`src/design/nmha_pkg.sv`:
```
package nmha_pkg;

    // Store geometry.
    localparam int MAX_MEDOIDS = 16;
    localparam int MAX_WORDS   = 16;
    localparam int MED_W       = $clog2(MAX_MEDOIDS);
    localparam int WRD_W       = $clog2(MAX_WORDS);
    localparam int MEM_DEPTH   = MAX_MEDOIDS * MAX_WORDS;
    localparam int MEM_AW      = MED_W + WRD_W;

    // Field widths.
    localparam int WORD_W   = 64;
    localparam int SLOT_W   = 4;
    localparam int INDEX_W  = 4;
    localparam int KCFG_W   = 5;
    localparam int SITES_W  = 11;
    localparam int DIST_W   = 11;
    localparam int CFG_W    = 11;
    localparam int POP_W    = 7;
    localparam int SITE_CAP = 64 * MAX_WORDS;
    localparam int DIST_MAX = 2047;

    // Request codes.
    localparam logic REQ_LOAD  = 1'b0;
    localparam logic REQ_QUERY = 1'b1;

    // Configuration register indexes.
    localparam logic CFG_NUM_MEDOIDS = 1'b0;
    localparam logic CFG_NUM_SITES   = 1'b1;

    typedef enum logic [2:0] {
        S_IDLE,
        S_SCAN,
        S_DRAIN,
        S_MIN,
        S_OUT
    } state_t;

    // Commands from the controller to the datapath.
    typedef struct packed {
        logic             accept;
        logic             scan_rd;
        logic             min_step;
        logic             out_load;
        logic [MED_W-1:0] cnt;
    } ctl_cmd_t;

    // Status from the datapath to the controller.
    typedef struct packed {
        logic             q_go;
        logic             last_word;
        logic [MED_W-1:0] k_last;
        logic             out_free;
    } dp_status_t;

endpackage

```
`src/design/nmha_ctrl.sv`:
```
module nmha_ctrl (
    input  logic                  clk,
    input  logic                  rst_n,
    input  logic                  in_valid,
    output logic                  in_stall,
    input  nmha_pkg::dp_status_t  status,
    output nmha_pkg::ctl_cmd_t    cmd
);

    nmha_pkg::state_t             state_reg;
    nmha_pkg::state_t             state_next;
    logic [nmha_pkg::MED_W-1:0]   cnt_reg;
    logic [nmha_pkg::MED_W-1:0]   cnt_next;
    logic                         accept;

    assign in_stall = (state_reg != nmha_pkg::S_IDLE);
    assign accept   = in_valid && !in_stall;

    // State and counter registers.
    always_ff @(posedge clk or negedge rst_n)
    begin
        if (!rst_n)
        begin
            state_reg <= nmha_pkg::S_IDLE;
            cnt_reg   <= '0;
        end
        else
        begin
            state_reg <= state_next;
            cnt_reg   <= cnt_next;
        end
    end

    // Next state and commands.
    always_comb
    begin
        state_next   = state_reg;
        cnt_next     = cnt_reg;
        cmd.accept   = accept;
        cmd.scan_rd  = 1'b0;
        cmd.min_step = 1'b0;
        cmd.out_load = 1'b0;
        cmd.cnt      = cnt_reg;

        unique case (state_reg)
            nmha_pkg::S_IDLE:
            begin
                if (accept && status.q_go)
                begin
                    state_next = nmha_pkg::S_SCAN;
                    cnt_next   = '0;
                end
            end
            nmha_pkg::S_SCAN:
            begin
                cmd.scan_rd = 1'b1;
                cnt_next    = cnt_reg + nmha_pkg::MED_W'(1);
                if (32'(cnt_reg) == nmha_pkg::MAX_MEDOIDS - 1)
                    state_next = nmha_pkg::S_DRAIN;
            end
            nmha_pkg::S_DRAIN:
            begin
                cnt_next   = '0;
                state_next = status.last_word ? nmha_pkg::S_MIN : nmha_pkg::S_IDLE;
            end
            nmha_pkg::S_MIN:
            begin
                cmd.min_step = 1'b1;
                if (cnt_reg == status.k_last)
                    state_next = nmha_pkg::S_OUT;
                else
                    cnt_next = cnt_reg + nmha_pkg::MED_W'(1);
            end
            nmha_pkg::S_OUT:
            begin
                if (status.out_free)
                begin
                    cmd.out_load = 1'b1;
                    state_next   = nmha_pkg::S_IDLE;
                end
            end
            default:
            begin
                state_next = nmha_pkg::S_IDLE;
            end
        endcase
    end

    // An in-range query word always starts a scan.
    a_query_starts_scan: assert property (@(posedge clk) disable iff (!rst_n)
        (accept && status.q_go) |=> (state_reg == nmha_pkg::S_SCAN))
        else $error("accepted query word did not start a scan");

    // The drain cycle follows the last read of a scan.
    a_drain_after_scan: assert property (@(posedge clk) disable iff (!rst_n)
        (state_reg == nmha_pkg::S_DRAIN) |-> ($past(state_reg) == nmha_pkg::S_SCAN))
        else $error("drain entered without a scan");

    // The minimum search starts from the first medoid.
    a_min_starts_at_zero: assert property (@(posedge clk) disable iff (!rst_n)
        (state_reg == nmha_pkg::S_MIN && $past(state_reg) == nmha_pkg::S_DRAIN)
        |-> (cnt_reg == '0))
        else $error("minimum search did not start at medoid zero");

endmodule

```
`config.mk`:
```
export PLATFORM = sky130hd
export DESIGN_NAME = nmha_ctrl
export DESIGN_NICKNAME = d
export VERILOG_FILES = /design/src/design/nmha_pkg.sv /design/src/design/nmha_ctrl.sv
export SDC_FILE = /design/constraint.sdc
export NUM_CORES = 1
export LEC_CHECK = 0
export BUFFER_PORTS_ARGS = -buffer_cell sky130_fd_sc_hd__clkbuf_2
export CORE_AREA = 3 3 40 42
export DETAILED_ROUTE_END_ITERATION = 6
export DIE_AREA = 0 0 43 45
export HOLD_SLACK_MARGIN = 0.03
export PLACE_DENSITY = 0.66
export SLEW_MARGIN = 5
export SYNTH_ARGS = -nofsm -noshare
export SYNTH_HDL_FRONTEND = slang
export SYNTH_SLANG_ARGS = --single-unit
```
`constraint.sdc`:
```
create_clock -name clk -period 2.5 [get_ports clk]
set_clock_uncertainty 0.2 [all_clocks]
set_input_delay 0.5 -clock clk [delete_from_list [all_inputs] [get_ports clk]]
set_output_delay 0.5 -clock clk [all_outputs]
set_load 0.02 [all_outputs]
```
-- Word-level counts from Yosys, hierarchy flattened
Index checks and enable logic that the tools add are counted.
- bits in registers: 7
- bits of input ports: 10
- output and inout port bits: 9
- logic and storage cells: 35
- $add $sub $neg: 1
- eq/ne operators: 11
- muxes and demuxes: 13
- reductions and logical operators: 8
- operators with widths (kind ; count):
    4-bit one-hot mux with 4 select lines ; 1
    3-bit one-hot mux with 5 select lines ; 1
    3-bit two-way mux ; 4
    2-bit inequality test, second input constant ; 5
    4-bit two-way mux ; 2
    3-bit by 2-bit == test with 1-bit output, second input constant ; 2
    4-bit by 1-bit adder with 4-bit output, second input constant ; 1
    4-bit == test ; 1
    4-bit == test, second input constant ; 1
    1-bit two-way mux ; 4
    4-bit AND reduction ; 1
    4-bit nonzero test ; 1
    3-bit by 1-bit == test with 1-bit output, second input constant ; 1
    3-bit == test, second input constant ; 1
    3-bit zero test ; 1
    3-bit AND reduction ; 1
    3-bit nonzero test ; 1
    1-bit logical AND ; 2
    2-bit two-way mux ; 1
    1-bit zero test ; 1

-- Depth between registers and ports, before layout
Gate-level depths: netlist of run 1.
- depth in word-level cells: 6
- gate-level depth with buffers: 5
- gate-level depth less buffers: 5

-- Worst setup path before layout of run 1
OpenSTA, ideal clock, no wires.
- path kind: register to register
- start: register cnt_reg[2] (netlist name)
- end: register cnt_reg[3] (netlist name)
- library setup time: 0.120 ns
- data arrival time: 1.640 ns
- data required time: 2.180 ns
- slack: 0.540 ns
- stages on the path, launching flop included: 5
- buffers on the path: 0
- period minus slack after synthesis: 1.960 ns
- cells stage by stage: dfrtp_1 xor2_1 or4_4 a32o_1 a31o_1
- word-level cells in the longest chain between the ends: 3
- elaborated cells between the ends (all ways): 6
- classes of those cells: 1 x add/sub; 2 x eq/ne; 2 x mux; 1 x reduce/logical
- ends and longest elaborated chain (what ; line ; RTL):
    from (decl) ; nmha_ctrl.sv:12 ; logic [nmha_pkg::MED_W-1:0] cnt_reg;
    from (signal assigned) ; nmha_ctrl.sv:30 ; cnt_reg <= cnt_next;
    4-bit by 1-bit adder with 4-bit output / 4-bit == test (equally long branches) ; nmha_ctrl.sv:57, nmha_ctrl.sv:72, nmha_ctrl.sv:69 ;
    4-bit two-way mux / 2-bit inequality test (equally long branches) ; -- ;
    4-bit one-hot mux with 4 select lines / 3-bit AND reduction (equally long branches) ; -- ;
Parallel ways exist; a longest one is shown, timed or not. The select of a mux whose other input is x is not followed.
A chain may end at the register's enable or synchronous reset.

==> results of run 1 <==
how the worst max path moves through the flow:
| stage | slack, ns | depth (start not counted) | to | from |
|---|---|---|---|---|
| floorplan | 0.54 | 4 | cnt_reg[3]$_DFFE_PN0P_ | cnt_reg[2]$_DFFE_PN0P_ |
| global placement | 0.46 | 5 | cnt_reg[3]$_DFFE_PN0P_ | status[3] |
| detailed placement | 0.44 | 5 | cnt_reg[3]$_DFFE_PN0P_ | status[3] |
| CTS | 0.42 | 3 | cmd[6] | state_reg[0]$_DFFE_PN0P_ |
| global route | 0.33 | 4 | cmd[5] | state_reg[0]$_DFFE_PN0P_ |
| finish | 0.43 | 3 | cmd[6] | state_reg[0]$_DFFE_PN0P_ |
synthesized netlist by cell type, drive strengths merged:
cell and number:
nor4 1, and2 1, o32ai 1, o22ai 1, inv 3, and3 3
or4 1, mux2 1, buf 2, dfrtp 7, nor3b 1, o211ai 2
a2111o 1, a21oi 5, a21o 2, o21ai 1, xor2 4, or2b 1
nand2 9, a32o 1, nor2b 1, nand4 1, ha 1, a31o 1
a22o 1, nor2 4
report_power, final:
| group | switching (mW) | internal [mW] |
|---|---|---|
| Clock | 0.0490 | 0.0588 |
| Sequential | 0.0879 | 0.160 |
| Combinational | 0.242 | 0.180 |
| Total | 0.379 | 0.399 |
critical path: stages (launching register included):
cell and delay [ns]:
sky130_fd_sc_hd__dfrtp_1 0.48, sky130_fd_sc_hd__or2b_2 0.37, sky130_fd_sc_hd__nor2_1 0.09, sky130_fd_sc_hd__clkbuf_2 0.17
cell type report:
cell class / instances / area [sq um]
clock buffer: 3 / 22.5
clock inverter: 1 / 5.00
fill: 127 / 632
inverter: 3 / 11.3
multi-input combinational: 45 / 320
sequential: 7 / 175
tap: 15 / 18.8
timing repair buffer: 19 / 100
layer usage:
metal  vias to the layer above  part of all wire  GRT usage
met4                         0            0.0087     0.0361
li1                        251                 -          -
met3                         3             0.055     0.0717
met5                         -                 0          0
met1                       211              0.47      0.162
met2                         9              0.47      0.225
stage by stage:
step | hold WS (ns) | instances | instance area [sq um] | util
floorplan | 0.00441 | 57 | 519 | -
detailed placement | 0.152 | 88 | 616 | 0.479
finish | 0.218 | 93 | 653 | 0.508
global placement | 0.153 | 88 | 616 | 0.479
global route | 0.222 | 93 | 653 | 0.508
CTS | 0.215 | 93 | 653 | 0.508
repair_timing:
item	CTS	global route
setup endpoints to repair	0	0
hold buffers	1	0
endpoints found under the hold margin	7	0
buffers inserted	0	0
logic make-up (layout without fill, tap and decap cells):
group | after synthesis | in the layout | share of synthesized area
compound gates | 16 | 16 | 0.222
xor+xnor | 4 | 4 | 0.0675
fa+ha+maj | 1 | 1 | 0.0241
buf+inv | 5 | 26 | 0.0458
flops | 7 | 7 | 0.337
mux | 1 | 1 | 0.0217
simple gates | 23 | 23 | 0.282
==> results.md, run 1 <==
* First drt pass iteration count at 3
* Final HPWL from detailed placement at between 900 and 1000 um
* Fraction of post-synthesis cell area in the top cell type by area at 0.337
* #FFs+latches synth at 7
* Post-layout minimum cycle time at between 2 and 2.5 ns
* Area of the mapped netlist at around 520 sq um
* Commonest non-fill, non-tap cells in the layout: 18 x sky130_fd_sc_hd__clkbuf_2, 9 x sky130_fd_sc_hd__nand2_1, 7 x sky130_fd_sc_hd__dfrtp_1
* Area of the die at ~0.0019 sq mm
* Most area-hungry cell type in the Yosys netlist: sky130_fd_sc_hd__dfrtp_1
* Share of synthesized area occupied by flip-flops and latches at 0.337
* Worst slew margin relative to its limit at 0.718
* Detailed router's first-iteration violation count at 8
* Root buffer cell: sky130_fd_sc_hd__clkbuf_4
* Detailed Route WL at ~1100 um
* Nets@finish at 90
* GP Congestion at 0.705
* Startpoint of the most critical hold path: status[0]
* Buffers from clock root to sink, at most at 2
* Category of the worst setup path launch point: flop
* Instance count of the mapped netlist at 57
* Horizontal die dimension at 43 um
* Post-Synthesis Net Count at just under 70
* Cts repair resizes at 0
* Maximum resistive drop on vdd at around 480 uV
* Max-capacitance violation count at 0
* Largest register FFs at 4
* Count of input and output buffers at 18
* Depth of the worst hold-timing path at 2
* Remaining antenna violation count at 0
* Dominant cells by area after synthesis: sky130_fd_sc_hd__dfrtp_1 34%, sky130_fd_sc_hd__xor2_1 6.7%, sky130_fd_sc_hd__nand2_1 6.5%
* IO Count at 19
* Area growth, synth to finish at 25.8%
* Antenna cell count at 0
* Overall die height at approximately 45 um
* Initial antenna violation count at 0
* Worst flop-to-flop path startpoint: cnt_reg[2]$_DFFE_PN0P_
* Initial Utilization at 0.404
* Largest fanout of any net on the critical path at 8
* Routed wirelength normalized by instance count at about 12 um
* Number of CTS-inserted buffers at 3
* Kind of capture point of the worst setup path: primary output
* Worst Hold Class: primary input to flop
* Setup TNS at 0 ns
* Share of final-layout standard cells stronger than drive strength 1 at 0.385
* Worst Path Required at around 1.8 ns
* Leading cell type in the layout, fill and taps excluded: sky130_fd_sc_hd__clkbuf_2
* Length in cells of the worst reg-to-reg path at 4
* Post-route worst setup slack at 0.425 ns
* Clock tree sinks at 7
* Reg2reg setup slack at about 0.55 ns
* Via Count at ~470
* Start-to-end type of the worst setup path: flop to primary output
* Overflow after GRT at 0
* Total power at about 0.78 mW
* Insertion delay to the later sink of the worst-skew pair at approximately 0.26 ns
* Placement row count at 13
* Slew at the pin closest to its max-slew limit at approximately 0.42 ns
* Setup repair after global routing missed its margin: false
* Run status: finished clean
* Final max-slew violation count at 0
* Via density per instance at just over 5
* Count of final hold-check violations at 0
* Synth warn at 0
* Max Freq at slightly below 0.5 GHz
* Synth unique cells at 30
* Gr usage total at 0.138
* Number of global-route vias before repair at roughly 460
* Total power density per cell area at 1190 mW/mm^2
* Clock edge transition at the registers on the reported setup and hold paths at around 0.060 ns
* Floorplan Core Area at between 0.001 and 0.0015 sq mm
* Worst slack at placement at 0.441 ns
* First-pass GRT wire length at ~2000 um
* Endpoint of the most critical register-to-register path: cnt_reg[3]$_DFFE_PN0P_
* Final setup viols at 0
* Mean instance size in the synthesized netlist at 9.11 sq um
* Worst path arrival time at approximately 1.4 ns
* Largest net degree at the start of global routing at 12
* Post-route clock period utilization at 0.830
* Count of unresolved DRC violations after routing at 0
* Static Leakage at approximately 0.32 nW
* Count of H-tree levels built during CTS at 1
* TritonCTS clock tree: built
* Hold Crit Endpoint: state_reg[2]$_DFFE_PN0P_
Note: power is estimated with default switching activity, not from simulation.
==> run 2: changes to the inputs <==
--- a/config.mk
+++ b/config.mk
@@ -10,7 +10,7 @@
 export DETAILED_ROUTE_END_ITERATION = 6
 export DIE_AREA = 0 0 43 45
 export HOLD_SLACK_MARGIN = 0.03
-export PLACE_DENSITY = 0.66
+export PLACE_DENSITY = 0.69
 export SLEW_MARGIN = 5
 export SYNTH_ARGS = -nofsm -noshare
 export SYNTH_HDL_FRONTEND = slang
==> constraint.sdc (replaced) <==
create_clock -name clk -period 1.8 [get_ports clk]
set_clock_uncertainty 0.2 [all_clocks]
set_input_delay 0.36 -clock clk [delete_from_list [all_inputs] [get_ports clk]]
set_output_delay 0.36 -clock clk [all_outputs]
set_load 0.02 [all_outputs]
==> run 2 against run 1 <==
Compared with the run above: the flow now finishes with violations (setup timing); setup slack lost 0.43 ns; power grew 87%; first-iteration DRC count grew 75%; combinational power grew 140%; utilization grew 17 points; sequential cell count is the same; sequential share of layout area shrank 6.5 points; register-to-register slack lost 0.54 ns; wire length grew 31%; non-clock buffer count grew 20; highest routed layer unchanged.
==> results.md, run 2 (synthesized netlist as in run 1, its figures left out) <==
* IO Count at 19
* Largest register FFs at 4
* Static Leakage at 0.436 nW
* Cell-by-cell listing of the critical path: buf_6 > nor2_4 > and3_4 > buf_8
* Floorplan Core Area at 0.00128 sq mm
* Worst Path Required at about 1.2 ns
* Violated checks: setup timing
* Endpoint of the most critical register-to-register path: cnt_reg[3]$_DFFE_PN0P_
* Share of final-layout standard cells stronger than drive strength 1 at 0.561
* Antenna cell count at 0
* Gr usage total at 0.164
* Routed wirelength normalized by instance count at 13.3 um
* Clock tree sinks at 7
* Placement row count at 13
* Total power density per cell area at 1660 mW/mm^2
* Count of input and output buffers at 18
* Worst flop-to-flop path startpoint: cnt_reg[0]$_DFFE_PN0P_
* Largest fanout of any net on the critical path at 5
* Depth of the worst hold-timing path at 2
* Final setup viols at 2
* Family with the most delay on the worst path: flip-flops
* Nets@finish at 110
* Number of cells on the critical path at 4
* Root buffer cell: sky130_fd_sc_hd__clkbuf_4
* Slew at the pin closest to its max-slew limit at approximately 0.33 ns
* Startpoint of the most critical hold path: status[0]
* Post-route clock period utilization at 1.00
* Initial Utilization at 0.404
* Maximum resistive drop on vdd at around 940 uV
* Via density per instance at between 5 and 6
* Number of CTS-inserted buffers at 3
* Fill cell instance count of the final layout at 103
* Remaining antenna violation count at 0
* First drt pass iteration count at 4
* GP Congestion at 0.777
* Standard cell with the maximum stage delay on the critical path: sky130_fd_sc_hd__dfrtp_1
* TritonCTS clock tree: built
* Count of unresolved DRC violations after routing at 0
* Count of final hold-check violations at 0
* Tightest hold margin at between 0.08 and 0.09 ns
* Clock edge transition at the registers on the reported setup and hold paths at approximately 0.050 ns
* Overall die height at ~45 um
* Largest net degree at the start of global routing at 11
* Horizontal die dimension at ~43 um
* First-pass GRT wire length at ~2300 um
* Worst path arrival time at roughly 1.3 ns
* Run status: complete, but fails checks
* Commonest non-fill, non-tap cells in the layout: 20 x sky130_fd_sc_hd__buf_4, 14 x sky130_fd_sc_hd__clkbuf_2, 9 x sky130_fd_sc_hd__nand2_1
* Final max-slew violation count at 0
* Buf/Inv on CP at 2
* Reg2reg setup slack at about 0.01 ns
* Hold Crit Endpoint: state_reg[2]$_DFFE_PN0P_
* Setup repair after global routing missed its margin: true
* Category of the worst setup path launch point: flop
* Buffers from clock root to sink, at most at 2
* Detailed Route WL at approximately 1500 um
* Post-Route Utilization at 0.682
* Max Freq at 0.554 GHz
* Insertion delay to the later sink of the worst-skew pair at approximately 0.25 ns
* Final HPWL from detailed placement at about 1000 um
* Overflow after GRT at 0
* Worst Hold Class: primary input to flop
* Kind of capture point of the worst setup path: primary output
* Post-route worst setup slack at -0.00585 ns
* Via Count at between 600 and 700
* Critical Path Max Stage Delay at between 0.4 and 0.5 ns
* Max-capacitance violation count at 0
* Start-to-end type of the worst setup path: flop to primary output
* Detailed router's first-iteration violation count at 14
* Area of the die at approximately 0.0019 sq mm
* Worst slew margin relative to its limit at 0.780
* Area growth, synth to finish at 68.7%
* Initial antenna violation count at 0
* Post-layout minimum cycle time at between 1.5 and 2 ns
* Number of global-route vias before repair at around 540
* Length in cells of the worst reg-to-reg path at 4
* Count of H-tree levels built during CTS at 1
* Leading cell type in the layout, fill and taps excluded: sky130_fd_sc_hd__buf_4
run 2: repair_timing:
item | 4_1_cts | 5_1_grt
endpoints found under the hold margin | 7 | 0
resized for setup | 9 | 8
hold buffers | 1 | 0
buffers inserted | 2 | 8
pin swaps | 4 | 3
endpoints found under the setup margin | 5 | 5
run 2: where the power goes:
part | leakage (nW) | internal (mW) | switching (mW) | total (mW)
Sequential | 0.0847 | 0.227 | 0.0551 | 0.282
Combinational | 0.337 | 0.527 | 0.497 | 1.02
Clock | 0.0150 | 0.0848 | 0.0613 | 0.146
run 2: worst max-delay path by stage:
stage / start / end / slack (ns)
detailed placement: status[1] / cnt_reg[2]$_DFFE_PN0P_ / -0.07
global route: state_reg[0]$_DFFE_PN0P_ / cmd[4] / -0.06
CTS: state_reg[0]$_DFFE_PN0P_ / cmd[4] / -0.02
global placement: status[1] / cnt_reg[3]$_DFFE_PN0P_ / -0.06
finish: state_reg[0]$_DFFE_PN0P_ / cmd[7] / -0.006
floorplan: cnt_reg[2]$_DFFE_PN0P_ / cnt_reg[3]$_DFFE_PN0P_ / -0.08
run 2: worst reg2reg max path, delay by kind of cell, from the launching register on:
kind	cells	cell delay, ns
simple gates	1	0.51
compound gates	2	0.41
xor+xnor	1	0.15
flops	1	0.42
run 2: stage by stage:
step,std cells,TNS [ns],worst slack [ns],area (sq um),power (mW)
3_3_place_gp,98,-0.187,-0.0571,708,1.07
3_5_place_dp,98,-0.224,-0.0740,708,1.09
5_1_grt,113,-0.217,-0.0589,876,1.55
6_report,113,-0.00963,-0.00585,876,1.45
2_1_floorplan,57,-0.0765,-0.0765,537,0.797
4_1_cts,105,-0.0342,-0.0211,795,1.31
run 2: metal layers:
layer,GRT usage,share of wire,wire length (um)
met2,0.246,0.50,746
met3,0.0359,0.039,59
met5,0,0,0
met1,0.221,0.45,677
met4,0.0904,0.013,20
run 2: cell type report:
class	instances	area, sq um	area share
repair buffers	39	283	0.323
multi-input cells	45	359	0.410
clock buffers	4	26.3	0.0300
flip-flops and latches	7	178	0.203
well taps	15	18.8	0.0214
inverters	3	11.3	0.0129
==> run 3: changes to the inputs <==
--- a/config.mk
+++ b/config.mk
@@ -10,7 +10,7 @@
 export DETAILED_ROUTE_END_ITERATION = 6
 export DIE_AREA = 0 0 43 45
 export HOLD_SLACK_MARGIN = 0.03
-export PLACE_DENSITY = 0.69
+export PLACE_DENSITY = 0.66
 export SLEW_MARGIN = 5
 export SYNTH_ARGS = -nofsm -noshare
 export SYNTH_HDL_FRONTEND = slang
==> constraint.sdc (replaced) <==
create_clock -name clk -period 1.7 [get_ports clk]
set_clock_uncertainty 0.2 [all_clocks]
set_input_delay 0.34 -clock clk [delete_from_list [all_inputs] [get_ports clk]]
set_output_delay 0.34 -clock clk [all_outputs]
set_load 0.02 [all_outputs]
==> run 3 against run 2 <==
Compared with the run above: the flow still finishes with violations (setup timing); critical path depth is the same; final area increased by 6.0%; sequential cell count unchanged; sequential power grew 7%; count of clock-buffer cells in the layout stayed put; combinational power is 20% higher; utilization is 4.1 points higher; die area unchanged; setup slack lost 0.11 ns; first-iteration DRC count rose by 50%; via count rose by 4.4%; register-to-register slack lost 0.13 ns; critical path type is now flop to flop; critical endpoint is now cnt_reg[3]$_DFFE_PN0P_; largest cell class unchanged.
==> results.md, run 3 (synthesized netlist as in run 1, its figures left out) <==
* Cell-by-cell listing of the critical path: xor2_2 > or4_4 > a32o_1 > a31o_1
* Antenna cell count at 0
* Count of unresolved DRC violations after routing at 0
* Buf/Inv on CP at 0
* Total power at 1.67 mW
* Buffers from clock root to sink, at most at 2
* Max Freq at about 0.55 GHz
* Via density per instance at 5.62
* Worst Hold Class: primary input to flop
* Total cell area at the placement stage at between 700 and 800 sq um
* Max-capacitance violation count at 0
* Overflow after GRT at 0
* Static Leakage at approximately 0.45 nW
* Total power density per cell area at 1800 mW/mm^2
* Number of cells on the critical path at 4
* Slew at the pin closest to its max-slew limit at between 0.3 and 0.4 ns
* Number of CTS-inserted buffers at 3
* Critical Path Max Stage Delay at ~0.52 ns
* TritonCTS clock tree: built
* Summed area of non-filler cells in the final layout at 928 sq um
* Remaining antenna violation count at 0
* Initial antenna violation count at 0
* Family with the most delay on the worst path: simple AND/OR/NAND/NOR gates
* Maximum resistive drop on vdd at about 900 uV
* Detailed Route WL at around 1700 um
* Clock edge transition at the registers on the reported setup and hold paths at roughly 0.06 ns
* Count of H-tree levels built during CTS at 1
* Final setup viols at 11
* Worst Path Required at around 1.6 ns
* Count of final hold-check violations at 0
* Depth of the worst hold-timing path at 2
* Count of input and output buffers at 18
* Root buffer cell: sky130_fd_sc_hd__clkbuf_4
* Post-route worst setup slack at -0.118 ns
* Detailed router's first-iteration violation count at 21
* Area growth, synth to finish at 78.8%
* Number of global-route vias before repair at around 590
* IO Count at 19
* Commonest non-fill, non-tap cells in the layout: 16 x sky130_fd_sc_hd__buf_4, 13 x sky130_fd_sc_hd__clkbuf_2, 7 x sky130_fd_sc_hd__nand2_1, 7 x sky130_fd_sc_hd__buf_6
* First-pass GRT wire length at 2570 um
* Worst slack at placement at -0.160 ns
* Horizontal die dimension at 43 um
* Largest register FFs at 4
* Initial Utilization at 0.404
* Via Count at 635
* Floorplan Core Area at around 0.0013 sq mm
* Largest fanout of any net on the critical path at 2
* Leading cell type in the layout, fill and taps excluded: sky130_fd_sc_hd__buf_4
* Setup repair after global routing missed its margin: true
* Overall die height at between 40 and 50 um
* Gr usage total at 0.178
* Category of the worst setup path launch point: flop
* Final max-slew violation count at 0
* Worst slew margin relative to its limit at 0.796
* Area of the die at 0.00194 sq mm
* Placement row count at 13
* Post-route clock period utilization at 1.07
* Final HPWL from detailed placement at ~1100 um
* Clock tree sinks at 7
* Length in cells of the worst reg-to-reg path at 4
* Routed wirelength normalized by instance count at between 15 and 20 um
* Kind of capture point of the worst setup path: flop
* First drt pass iteration count at 6
* Setup TNS at -0.524 ns
* Start-to-end type of the worst setup path: flop to flop
* Standard cell with the maximum stage delay on the critical path: sky130_fd_sc_hd__or4_4
* Nets@finish at 110
* Insertion delay to the later sink of the worst-skew pair at around 0.25 ns
* Violated checks: setup timing
* GP Congestion at about 0.79
* Run status: complete, but fails checks
* Worst path arrival time at about 1.8 ns
* Post-layout minimum cycle time at between 1.5 and 2 ns
* Largest net degree at the start of global routing at 11
* Share of final-layout standard cells stronger than drive strength 1 at 0.663
[run 3: path summary, 6_finish.rpt]
path,slack [ns],to,startpoint
worst max-delay path,-0.12,cnt_reg[3]$_DFFE_PN0P_,cnt_reg[0]$_DFFE_PN0P_
worst min-delay path,0.09,state_reg[2]$_DFFE_PN0P_,status[0]
worst max register to register,-0.12,cnt_reg[3]$_DFFE_PN0P_,cnt_reg[0]$_DFFE_PN0P_
worst min register to register,0.44,cnt_reg[1]$_DFFE_PN0P_,cnt_reg[1]$_DFFE_PN0P_
max in group asynchronous,0.84,cnt_reg[0]$_DFFE_PN0P_,rst_n
min in group asynchronous,0.27,state_reg[1]$_DFFE_PN0P_,rst_n
[run 3: layer usage]
metal,global-route usage,part of all wire
met2,0.320,0.50
met3,0.0359,0.067
met5,0,0
met1,0.208,0.41
met4,0.0723,0.032
[run 3: layout make-up]
class                      instances  area [sq um]
inverter                           3          11.3
clock buffer                       4          26.3
sequential                         7           179
fill                              88           357
multi-input combinational         45           389
tap                               15          18.8
timing repair buffer              39           304
[run 3: what timing repair did]
action,in CTS,in global routing
setup endpoints to repair,12,12
gates resized for setup,14,20
hold buffers,1,0
hold endpoints to repair,7,0
pin swaps,9,7
buffers inserted,3,7
[run 3: worst reg2reg max path, stage by stage, from the launching register on]
cell and delay (ns):
sky130_fd_sc_hd__dfrtp_2 0.42, sky130_fd_sc_hd__xor2_2 0.15, sky130_fd_sc_hd__or4_4 0.52, sky130_fd_sc_hd__a32o_1 0.24, sky130_fd_sc_hd__a31o_1 0.18
[run 3: power breakdown]
part	total [mW]	switching, mW	internal, mW
registers	0.301	0.0583	0.242
logic	1.22	0.590	0.628
clock network	0.157	0.0668	0.0899
[run 3: metrics by stage]
step,hold slack (ns),std cells,utilization
floorplan,-0.156,57,-
global placement,-0.0128,99,0.558
detailed placement,-0.00944,99,0.558
CTS,0.0722,107,0.649
global route,0.0944,113,0.722
finish,0.0887,113,0.722
